$ cat src/rtl/ptte_pkg.sv
// Package of the polynomial term table evaluator: command and status codes,
// the controller/datapath command and status structs and the default table depth.
// No dependencies.
`default_nettype none

package ptte_pkg;

	localparam int MAX_DEG_DEF = 64;

	// Input command codes.
	localparam logic [1:0] CMD_ADD   = 2'd0;
	localparam logic [1:0] CMD_EVAL  = 2'd1;
	localparam logic [1:0] CMD_DERIV = 2'd2;
	localparam logic [1:0] CMD_CLEAR = 2'd3;

	// Result status codes.
	localparam logic [1:0] ST_OK    = 2'd0;
	localparam logic [1:0] ST_RANGE = 2'd1;
	localparam logic [1:0] ST_SAT   = 2'd2;

	localparam logic [63:0] SIGN64   = 64'h8000_0000_0000_0000;
	localparam logic [63:0] MAXPOS64 = 64'h7FFF_FFFF_FFFF_FFFF;

	// Controller to datapath strobes.
	typedef struct packed {
		logic capture;   // take the input beat
		logic prime;     // read slot prefetch
		logic mul;       // Horner multiply phase
		logic cmb;       // product combine and round phase
		logic acc;       // accumulate phase
		logic upd;       // add-term update of one slot
		logic load_out;  // move the finished result to the output register
	} ptte_ctl_t;

	// Datapath to controller status.
	typedef struct packed {
		logic exp_ok;    // exponent of the offered beat is inside the table
		logic last;      // Horner step now in flight is the final one
	} ptte_stat_t;

endpackage

`default_nettype wire

$ cat src/rtl/ptte_ctrl.sv
// Sequencer of the evaluator: decodes each request beat and steps the datapath.
// Depends on ptte_pkg.
`default_nettype none

module ptte_ctrl import ptte_pkg::*; (
	input  wire logic       clk,
	input  wire logic       arst_n,
	input  wire logic       req_valid,
	output logic            req_ready,
	input  wire logic [1:0] req_cmd,
	output logic            rsp_valid,
	input  wire logic       rsp_ready,
	input  wire ptte_stat_t stat,
	output ptte_ctl_t       ctl
);

	localparam logic [2:0] S_IDLE  = 3'd0;
	localparam logic [2:0] S_PRIME = 3'd1;
	localparam logic [2:0] S_MUL   = 3'd2;
	localparam logic [2:0] S_CMB   = 3'd3;
	localparam logic [2:0] S_ACC   = 3'd4;
	localparam logic [2:0] S_UPD   = 3'd5;
	localparam logic [2:0] S_DONE  = 3'd6;

	logic [2:0] state_q, state_d;
	logic       is_add_q, is_add_d;
	logic       rsp_valid_q;
	logic       out_free;

	assign out_free  = !rsp_valid_q || rsp_ready;
	assign req_ready = (state_q == S_IDLE);
	assign rsp_valid = rsp_valid_q;

	always_comb begin
		state_d  = state_q;
		is_add_d = is_add_q;
		ctl      = '0;
		unique case (state_q)
			S_IDLE: begin
				if (req_valid) begin
					ctl.capture = 1'b1;
					is_add_d    = (req_cmd == CMD_ADD);
					unique case (req_cmd)
						CMD_ADD:   state_d = stat.exp_ok ? S_PRIME : S_DONE;
						CMD_EVAL:  state_d = S_PRIME;
						CMD_DERIV: state_d = S_PRIME;
						CMD_CLEAR: state_d = S_DONE;
					endcase
				end
			end
			S_PRIME: begin
				ctl.prime = 1'b1;
				state_d   = is_add_q ? S_UPD : S_MUL;
			end
			S_MUL: begin
				ctl.mul = 1'b1;
				state_d = S_CMB;
			end
			S_CMB: begin
				ctl.cmb = 1'b1;
				state_d = S_ACC;
			end
			S_ACC: begin
				ctl.acc = 1'b1;
				state_d = stat.last ? S_DONE : S_MUL;
			end
			S_UPD: begin
				ctl.upd = 1'b1;
				state_d = S_DONE;
			end
			S_DONE: begin
				if (out_free) begin
					ctl.load_out = 1'b1;
					state_d      = S_IDLE;
				end
			end
			default: state_d = S_IDLE;
		endcase
	end

	always_ff @(posedge clk or negedge arst_n) begin
		if (!arst_n) begin
			state_q     <= S_IDLE;
			is_add_q    <= 1'b0;
			rsp_valid_q <= 1'b0;
		end else begin
			state_q  <= state_d;
			is_add_q <= is_add_d;
			if (ctl.load_out) begin
				rsp_valid_q <= 1'b1;
			end else if (rsp_ready) begin
				rsp_valid_q <= 1'b0;
			end
		end
	end

endmodule

`default_nettype wire

$ cat config.mk
export PLATFORM = sky130hd
export DESIGN_NAME = ptte_ctrl
export DESIGN_NICKNAME = d
export VERILOG_FILES = /design/src/rtl/ptte_pkg.sv /design/src/rtl/ptte_ctrl.sv
export SDC_FILE = /design/constraint.sdc
export NUM_CORES = 1
export LEC_CHECK = 0
export ABC_AREA = 1
export ABC_CLOCK_PERIOD_IN_PS = 1200
export BUFFER_PORTS_ARGS = -buffer_cell sky130_fd_sc_hd__buf_2
export CAP_MARGIN = 20
export CORE_AREA = 2 2 39 41
export DETAILED_ROUTE_END_ITERATION = 8
export DIE_AREA = 0 0 41 43
export GPL_ROUTABILITY_DRIVEN = 0
export GPL_TIMING_DRIVEN = 0
export HOLD_SLACK_MARGIN = 0.05
export PLACE_DENSITY = 0.6
export SLEW_MARGIN = 0
export SYNTH_ARGS = -nofsm -noshare
export SYNTH_HDL_FRONTEND = slang
export SYNTH_SLANG_ARGS = --single-unit
$ cat constraint.sdc
create_clock -name clk -period 1.2 [get_ports clk]
set_clock_uncertainty 0.15 [all_clocks]
set_input_delay 0.06 -clock clk [delete_from_list [all_inputs] [get_ports clk]]
set_output_delay 0.06 -clock clk [all_outputs]
set_load 0.1 [all_outputs]
==> impl_metrics.csv, run 1 <==
group,metric,value,unit
cts,clock-sinks,5,
detailed_routing,routed_wl,1284,microns
detailed_routing,remaining_drc_errors,0,
placed_design,place_hpwl,748,microns
critical_path,critPathLaunchType,"register",
critical_path,crit_slowest_cell,"dfrtp_2",
sta,worst_pin_slew,0.3171,ns
global_routing,grt_usage,16.80,%
critical_path,max_stage_delay,0.46,ns
die,rows,14,
cts,cts_max_level,1,
sta,drv_slew,0,
placed_design,dpl_cell_area,573.1,sq um
die,die-width,41,microns
synthesis,ys_types,17,
global_routing,grt_pass1_vias,484,
synthesis,synthCells,64,
critical_path,rr_worst_depth,9,
placed_design,io_buffers,16,
sta,fin_crit_sh,126.3,%
critical_path,r2r-start,"state_q[0]$_DFFE_PN0P_",
flow_run,maxCapViolCount,0,
final_layout,diodes,0,
cts,cts_made_buffers,3,
die,core-area,0.001384,sq mm
sta,hold_viol,0,
synthesis,syn_area_per_cell,6.452,sq um
hold_path,hold_path.class,"in -> reg",
cts,ctsRootBufferMaster,"clkbuf_4",
detailed_routing,viasPerCell,4.664,
critical_path,path_cells,"clkinv_4, nand3_1, clkinvlp_4, buf_12",
sta,setup_slack,-0.3160,ns
critical_path,cp-end-kind,"output pin",
critical_path,crit_end,"ctl[3]",
detailed_routing,wire_per_inst,11.07,microns
critical_path,crit_start,"state_q[2]$_DFFE_PN0P_",
die,io_pins,17,
critical_path,arrival,1.31,ns
placed_design,dp_slack,-0.3722,ns
final_layout,layout.nets,111,
critical_path,r2r-end,"state_q[2]$_DFFE_PN0P_",
cts,clock_latency,0.26,ns
cts,clk_pin_slew,0.05,ns
sta,slew-limit-headroom,78.64,%
sta,grt_setup_unrepaired,"yes",
cts,cts.path.max_buffers,2,
sta,fmaxAchievable,0.6596,GHz
status,violations,"negative setup slack",
die,die_area,0.001763,sq mm
cts,cts_tree,"built",
synthesis,syn-cell-area,412.9,sq um
detailed_routing,drtIter0Drc,11,
die,initial_core_util,29.84,%
synthesis,ys_warn_count,0,
final_layout,final_area,910.9,sq um
sta,period_needed,1.516,ns
critical_path,critical_path_class,"reg -> out",
final_layout,syn_to_final_growth,120.6,%
final_layout,drive_gt1_share,61.00,%
synthesis,syn_nets,74,
global_routing,antenna_found_initial,0,
final_layout,fin_util,65.82,%
global_routing,grt_max_degree,9,
status,status,"finished with violations",
critical_path,cp.required,0.99,ns
die,die_y,43,microns
critical_path,worstPathMaxFanout,6,
detailed_routing,num_vias,541,
synthesis,yosysSeqAreaShare,30.30,%
global_routing,grt_overflow_total,0,
detailed_routing,firstDrtPassIters,4,
sta,setup_viol,12,
global_routing,grt_pass1_wl,1938,microns
critical_path,r2r_slack,-0.26,ns
synthesis,ys_seq_elements,5,
detailed_routing,ant_nets,0,
==> what timing repair did <==
| item | in CTS | in global routing |
|---|---|---|
| resized for setup | 44 | 9 |
| buffers inserted | 7 | 8 |
| cloned | 0 | 0 |
| setup endpoints to repair | 14 | 12 |
| hold endpoints to repair | 7 | 0 |
| pin swaps | 7 | 7 |
| hold buffers | 3 | 0 |
==> flip-flops by register name (all words and copies together) (netlist names) <==
name / cells
is_add_q: 1
rsp_valid: 1
state_q: 3
==> cells in the mapped netlist <==
cell type | instances | area (sq um)
o21ai_1 | 1 | 5.000
inv_2 | 3 | 11.26
nor2_1 | 5 | 18.77
nor2_2 | 4 | 25.02
ha_1 | 2 | 25.02
nand2_2 | 3 | 18.77
nand4_1 | 1 | 6.260
buf_6 | 1 | 11.26
nor3_1 | 1 | 5.000
inv_1 | 12 | 45.04
dfrtp_1 | 5 | 125.1
nand3_1 | 5 | 25.02
o21ai_0 | 3 | 15.01
clkinv_1 | 1 | 3.750
nor3_2 | 1 | 10.01
nand2_1 | 15 | 56.30
a31oi_1 | 1 | 6.260
==> per-layer routing <==
layer	vias up	global-route usage (%)	routed length [microns]
met5	-	0	0
met4	0	10.00	14
met3	3	4.712	47
li1	268	-	-
met1	255	17.15	466
met2	15	28.13	755
==> stage by stage <==
step / setup TNS (ns) / std cells / hold slack, ns
finish: -3.060 / 116 / 0.04909
global route: -3.777 / 116 / 0.06440
CTS: -2.696 / 110 / 0.04484
detailed placement: -2.746 / 96 / -0.2652
global placement: -2.726 / 96 / -0.2709
floorplan: -2.934 / 64 / -0.3856
==> logic make-up after synthesis <==
kind of cell / share of synthesized area [%]
AND/OR/NAND/NOR: 40.00
buffers and inverters: 17.27
AO/OA/AOI/OAI: 6.362
flip-flops: 30.30
adder cells (fa/ha/maj): 6.060
==> area by class of cell <==
cell class | instances | area [sq um]
fillers | 115 | 473.0
repair buffers | 32 | 337.8
multi-input cells | 42 | 300.3
flip-flops and latches | 5 | 131.4
inverters | 16 | 83.83
clock buffers | 4 | 26.28
well taps | 16 | 20.02
plain buffers | 1 | 11.26
==> cells in the final DEF (no fill, tap or decap), types with 3 or more instances in the layout <==
master,Yosys,layout
buf_6,1,3
inv_1,12,7
inv_2,3,3
buf_12,0,8
buf_2,0,7
clkbuf_4,0,3
buf_4,0,12
nand3_1,5,4
clkinvlp_4,0,3
nor2_4,0,6
nand2_1,15,13
dlygate4sd3_1,0,3
nand2_4,0,3
==> worst max-delay path, delay by kind of cell, from the launching register on <==
family	cells	cell delay, ns
buffers and inverters	3	0.43
flip-flops	1	0.46
AND/OR/NAND/NOR	1	0.16
==> worst min-delay path by stage <==
stage | startpoint | to | slack, ns | cells past startpoint
4_1_cts | stat[1] | state_q[0]$_DFFE_PN0P_ | 0.04 | 5
6_report | stat[1] | state_q[0]$_DFFE_PN0P_ | 0.05 | 5
3_5_place_dp | arst_n | rsp_valid$_DFFE_PN0P_ | -0.27 | 1
3_3_place_gp | arst_n | rsp_valid$_DFFE_PN0P_ | -0.27 | 1
5_1_grt | stat[1] | state_q[0]$_DFFE_PN0P_ | 0.06 | 5
2_1_floorplan | arst_n | is_add_q$_DFFE_PN0P_ | -0.39 | 0
Power of run 1 is not shown: default switching activity piles up to over one toggle a cycle in this logic, so the estimate is an artifact.
==> inputs of run 2 (changes only) <==
--- a/config.mk
+++ b/config.mk
@@ -9,13 +9,14 @@
 export ABC_CLOCK_PERIOD_IN_PS = 1200
 export BUFFER_PORTS_ARGS = -buffer_cell sky130_fd_sc_hd__buf_2
 export CAP_MARGIN = 20
-export CORE_AREA = 2 2 39 41
+export CELL_PAD_IN_SITES_DETAIL_PLACEMENT = 1
+export CELL_PAD_IN_SITES_GLOBAL_PLACEMENT = 1
+export CORE_MARGIN = 2
+export CORE_UTILIZATION = 26
 export DETAILED_ROUTE_END_ITERATION = 8
-export DIE_AREA = 0 0 41 43
 export GPL_ROUTABILITY_DRIVEN = 0
 export GPL_TIMING_DRIVEN = 0
-export HOLD_SLACK_MARGIN = 0.05
-export PLACE_DENSITY = 0.6
+export PLACE_DENSITY = 0.71
 export SLEW_MARGIN = 0
 export SYNTH_ARGS = -nofsm -noshare
 export SYNTH_HDL_FRONTEND = slang
==> run 2 against run 1 <==
Against the previous run: the flow still finishes with violations (negative setup slack); non-clock buffer count decreased by 7; worst hold slack worse by 0.033 ns; setup slack better by 0.0071 ns; routed wire length rose by 1.4%; sequential share of layout area rose by 0.82 points; fmax is 0.47% higher; first-iteration DRC count fell by 91%; utilization shrank 7.9 points; die area up 9.1%; sequential cell count unchanged.
==> impl_metrics.csv, run 2 (synthesis results as in run 1) <==
group,metric,value,unit
final_layout,layout.nets,104,
final_layout,diodes,0,
die,core-area,0.001489,sq mm
critical_path,cp-end-kind,"output pin",
global_routing,grt_usage,16.14,%
cts,clk_pin_slew,0.05,ns
die,io_pins,17,
critical_path,crit_slowest_cell,"dfrtp_2",
critical_path,crit_end,"ctl[3]",
critical_path,crit_start,"state_q[2]$_DFFE_PN0P_",
final_layout,final_common_cell,"nand2_1",
critical_path,crit_buf_inv,3,
global_routing,grt_pass1_vias,526,
status,status,"finished with violations",
critical_path,arrival,1.30,ns
placed_design,dp_slack,-0.3681,ns
critical_path,r2r-start,"state_q[0]$_DFFE_PN0P_",
final_layout,regMostFlops,"state_q",
critical_path,worstPathMaxFanout,7,
detailed_routing,wire_per_inst,11.94,microns
sta,drv_slew,0,
final_layout,fill_cells,185,
sta,slew-limit-headroom,78.19,%
cts,cts_made_buffers,3,
sta,setup_viol,12,
sta,fin_crit_sh,125.7,%
detailed_routing,routed_wl,1302,microns
detailed_routing,met2_length,718,microns
critical_path,critical_path_class,"reg -> out",
detailed_routing,drtIter0Drc,1,
global_routing,antenna_found_initial,0,
cts,clock-sinks,5,
sta,period_needed,1.509,ns
status,violations,"negative setup slack",
sta,setup_slack,-0.3090,ns
detailed_routing,viasPerCell,4.587,
sta,worst_pin_slew,0.3238,ns
critical_path,cp.required,0.99,ns
detailed_routing,num_vias,500,
hold_path,hold_path.class,"in -> async",
final_layout,largest_register_ff_count,3,
final_layout,layout_common_cells,"nand2_1 (13), buf_12 (8), inv_1 (7), buf_2 (7)",
final_layout,syn_to_final_growth,108.8,%
die,die-width,43.85,microns
final_layout,seq_area,131.4,sq um
critical_path,r2r_slack,-0.24,ns
cts,ctsRootBufferMaster,"clkbuf_4",
global_routing,grt_max_degree,8,
sta,grt_setup_unrepaired,"yes",
die,initial_core_util,27.73,%
cts,cts.path.max_buffers,2,
critical_path,path_cells,"inv_4, nand3_1, clkinvlp_4, buf_12",
critical_path,crit_family,"flip-flops",
detailed_routing,wl_met3,53,microns
flow_run,maxCapViolCount,0,
final_layout,drive_gt1_share,58.06,%
critical_path,path_depth,4,
die,rows,14,
final_layout,final_area,862.1,sq um
global_routing,grt_pass1_wl,2311,microns
detailed_routing,remaining_drc_errors,0,
global_routing,grt_overflow_total,0,
detailed_routing,drt-met1-wl,529,microns
die,die_area,0.001923,sq mm
die,die_y,43.85,microns
placed_design,dpl_cell_area,573.1,sq um
cts,cts_max_level,1,
detailed_routing,firstDrtPassIters,2,
placed_design,io_buffers,16,
critical_path,r2r-end,"state_q[1]$_DFFE_PN0P_",
critical_path,max_stage_delay,0.48,ns
final_layout,multiInputGateArea,309.0,sq um
detailed_routing,top_layer,"met3",
sta,hold_viol,0,
critical_path,rr_worst_depth,8,
detailed_routing,ant_nets,0,
critical_path,critPathLaunchType,"register",
sta,fmaxAchievable,0.6627,GHz
placed_design,place_hpwl,864.6,microns
cts,cts_tree,"built",
cts,clock_latency,0.24,ns
run 2: cell count changes in the layout (fill, tap and decap cells not counted), sizes merged:
cell,previous run,this run
clkinv,2,1
buf,30,24
inv,11,12
dlygate4sd3,3,2
run 2: cell type report:
| type | instances | share of cell area (%) |
|---|---|---|
| flip-flops and latches | 5 | 15.24 |
| inverters | 16 | 9.434 |
| repair buffers | 25 | 32.80 |
| plain buffers | 1 | 1.306 |
| well taps | 16 | 2.322 |
| multi-input cells | 42 | 35.85 |
| clock buffers | 4 | 3.048 |
run 2: how the worst min path moves through the flow:
stage	slack, ns	cells past startpoint	endpoint
global placement	-0.27	1	rsp_valid$_DFFE_PN0P_
detailed placement	-0.27	1	is_add_q$_DFFE_PN0P_
floorplan	-0.39	0	is_add_q$_DFFE_PN0P_
CTS	0.008	2	state_q[0]$_DFFE_PN0P_
global route	0.02	2	rsp_valid$_DFFE_PN0P_
finish	0.02	2	state_q[2]$_DFFE_PN0P_
run 2: what timing repair did:
action,in CTS,in global routing
endpoints found under the setup margin,14,13
hold endpoints to repair,8,0
setup buffers,6,1
resized for setup,40,10
pin swaps,6,9
hold buffers,2,0
gates cloned,0,0
run 2: per-stage QoR:
stage	setup TNS (ns)	utilization [%]	hold WS, ns	instances
2_1_floorplan	-2.934	-	-0.3856	64
3_3_place_gp	-2.911	38.49	-0.2709	96
3_5_place_dp	-2.900	38.49	-0.2707	96
4_1_cts	-2.698	54.54	0.007976	108
5_1_grt	-3.630	57.90	0.01597	109
6_report	-2.878	57.90	0.01560	109
run 2: layer usage:
metal / GRT usage, % / vias to the layer above
met5: 0 / -
met4: 1.818 / 0
met3: 5.417 / 0
met2: 27.06 / 12
met1: 20.65 / 236
li1: - / 252
Power of run 2 is left out for the same reason.
==> inputs of run 3 (changes only) <==
--- a/config.mk
+++ b/config.mk
@@ -15,7 +15,6 @@
 export CORE_UTILIZATION = 26
 export DETAILED_ROUTE_END_ITERATION = 8
 export GPL_ROUTABILITY_DRIVEN = 0
-export GPL_TIMING_DRIVEN = 0
 export PLACE_DENSITY = 0.71
 export SLEW_MARGIN = 0
 export SYNTH_ARGS = -nofsm -noshare
==> run 3 against run 2 <==
Against the previous run: the flow still finishes with violations (negative setup slack); register-to-register slack improved by 0.06 ns; sequential cell count unchanged; sequential share of layout area decreased by 1.3 points; largest cell class is now non-clock buffers.
==> impl_metrics.csv, run 3 (synthesis results as in run 1) <==
group,metric,value,unit
sta,grt_setup_unrepaired,"yes",
final_layout,final_area,944.7,sq um
placed_design,io_buffers,16,
die,die_y,43.85,microns
detailed_routing,ant_nets,0,
global_routing,grt_pass1_wl,2525,microns
cts,cts_max_level,1,
critical_path,crit_buf_inv,3,
final_layout,final_common_cell,"nand2_1",
detailed_routing,remaining_drc_errors,0,
cts,clk_pin_slew,0.04,ns
critical_path,cp.required,0.99,ns
placed_design,place_hpwl,1051,microns
placed_design,dpl_cell_area,764.5,sq um
sta,fmaxAchievable,0.6675,GHz
sta,period_needed,1.498,ns
final_layout,diodes,0,
global_routing,grt_overflow_total,0,
hold_path,hold_path.class,"in -> async",
detailed_routing,routed_wl,1431,microns
critical_path,critical_path_class,"reg -> out",
cts,cts.path.max_buffers,2,
critical_path,crit_path_frequent_cell,"nor2_4",
die,initial_core_util,27.73,%
final_layout,layout.nets,114,
critical_path,worstPathMaxFanout,4,
critical_path,cp-end-kind,"output pin",
die,die-width,43.85,microns
status,status,"finished with violations",
global_routing,antenna_found_initial,0,
cts,clock-sinks,5,
critical_path,crit_family,"flip-flops",
cts,cts_made_buffers,3,
cts,clock_latency,0.25,ns
die,rows,14,
critical_path,r2r_slack,-0.18,ns
global_routing,grt_pass1_vias,590,
critical_path,rr_worst_depth,9,
critical_path,max_stage_delay,0.44,ns
final_layout,regMostFlops,"state_q",
sta,worst_pin_slew,0.3336,ns
sta,drv_slew,0,
detailed_routing,drtIter0Drc,5,
detailed_routing,firstDrtPassIters,3,
critical_path,arrival,1.29,ns
sta,fin_crit_sh,124.8,%
final_layout,largest_register_ff_count,3,
global_routing,grt_max_degree,6,
sta,setup_tns,-2.755,ns
cts,ctsRootBufferMaster,"clkbuf_4",
critical_path,critPathLaunchType,"register",
critical_path,r2r-start,"state_q[2]$_DFFE_PN0P_",
cts,cts_tree,"built",
sta,setup_viol,13,
die,core-area,0.001489,sq mm
flow_run,maxCapViolCount,0,
final_layout,layout_common_cells,"nand2_1 (14), buf_4 (12), buf_12 (9)",
final_layout,drive_gt1_share,63.11,%
sta,setup_slack,-0.2982,ns
critical_path,r2r-end,"state_q[2]$_DFFE_PN0P_",
detailed_routing,num_vias,524,
sta,slew-limit-headroom,77.53,%
final_layout,syn_to_final_growth,128.8,%
critical_path,path_cells,"buf_6, nor2_4, inv_2, nor2_4, buf_12",
global_routing,grt_usage,18.23,%
detailed_routing,viasPerCell,4.403,
detailed_routing,wire_per_inst,12.03,microns
sta,hold_viol,0,
critical_path,crit_slowest_cell,"dfrtp_2",
placed_design,dp_slack,-0.1272,ns
final_layout,fin_util,63.45,%
status,violations,"negative setup slack",
die,io_pins,17,
die,die_area,0.001923,sq mm
run 3: cell types whose count changed in the layout (fill, tap and decap cells not counted), sizes merged:
cell / delta
buf: +10
run 3: repair_timing:
item                                   CTS  global route
setup endpoints to repair               13            13
setup buffers                            6             4
hold buffers                             2             0
pin swaps                                3             5
endpoints found under the hold margin    6             0
gates resized for setup                  8            12
run 3: metal layers:
layer  GRT usage (%)  wire length (microns)  vias up
met4           3.636                      7        0
li1                -                      -      272
met1           22.84                    621      238
met2           30.88                    743       12
met3           5.417                     58        2
met5               0                      0        -
run 3: how the worst max path moves through the flow:
| stage | depth (start not counted) | end | slack, ns | start |
|---|---|---|---|---|
| global placement | 7 | state_q[1]$_DFFE_PN0P_ | -0.11 | state_q[0]$_DFFE_PN0P_ |
| global route | 4 | ctl[2] | -0.36 | state_q[2]$_DFFE_PN0P_ |
| floorplan | 7 | state_q[1]$_DFFE_PN0P_ | -0.58 | state_q[0]$_DFFE_PN0P_ |
| finish | 5 | ctl[0] | -0.30 | state_q[0]$_DFFE_PN0P_ |
| CTS | 4 | ctl[6] | -0.32 | state_q[1]$_DFFE_PN0P_ |
| detailed placement | 7 | state_q[1]$_DFFE_PN0P_ | -0.13 | state_q[0]$_DFFE_PN0P_ |
run 3: layout make-up:
class	count	area (sq um)
fill	169	544.3
timing repair buffer	36	392.9
multi-input combinational	42	292.8
sequential	5	131.4
inverter	16	81.33
clock buffer	4	26.28
tap	16	20.02
run 3: metrics by stage:
stage / cells / hold slack [ns]
floorplan: 64 / -0.3856
global placement: 104 / -0.2693
detailed placement: 104 / -0.2691
CTS: 116 / 0.009646
global route: 119 / 0.01867
finish: 119 / 0.01942
Power of run 3 is left out for the same reason.
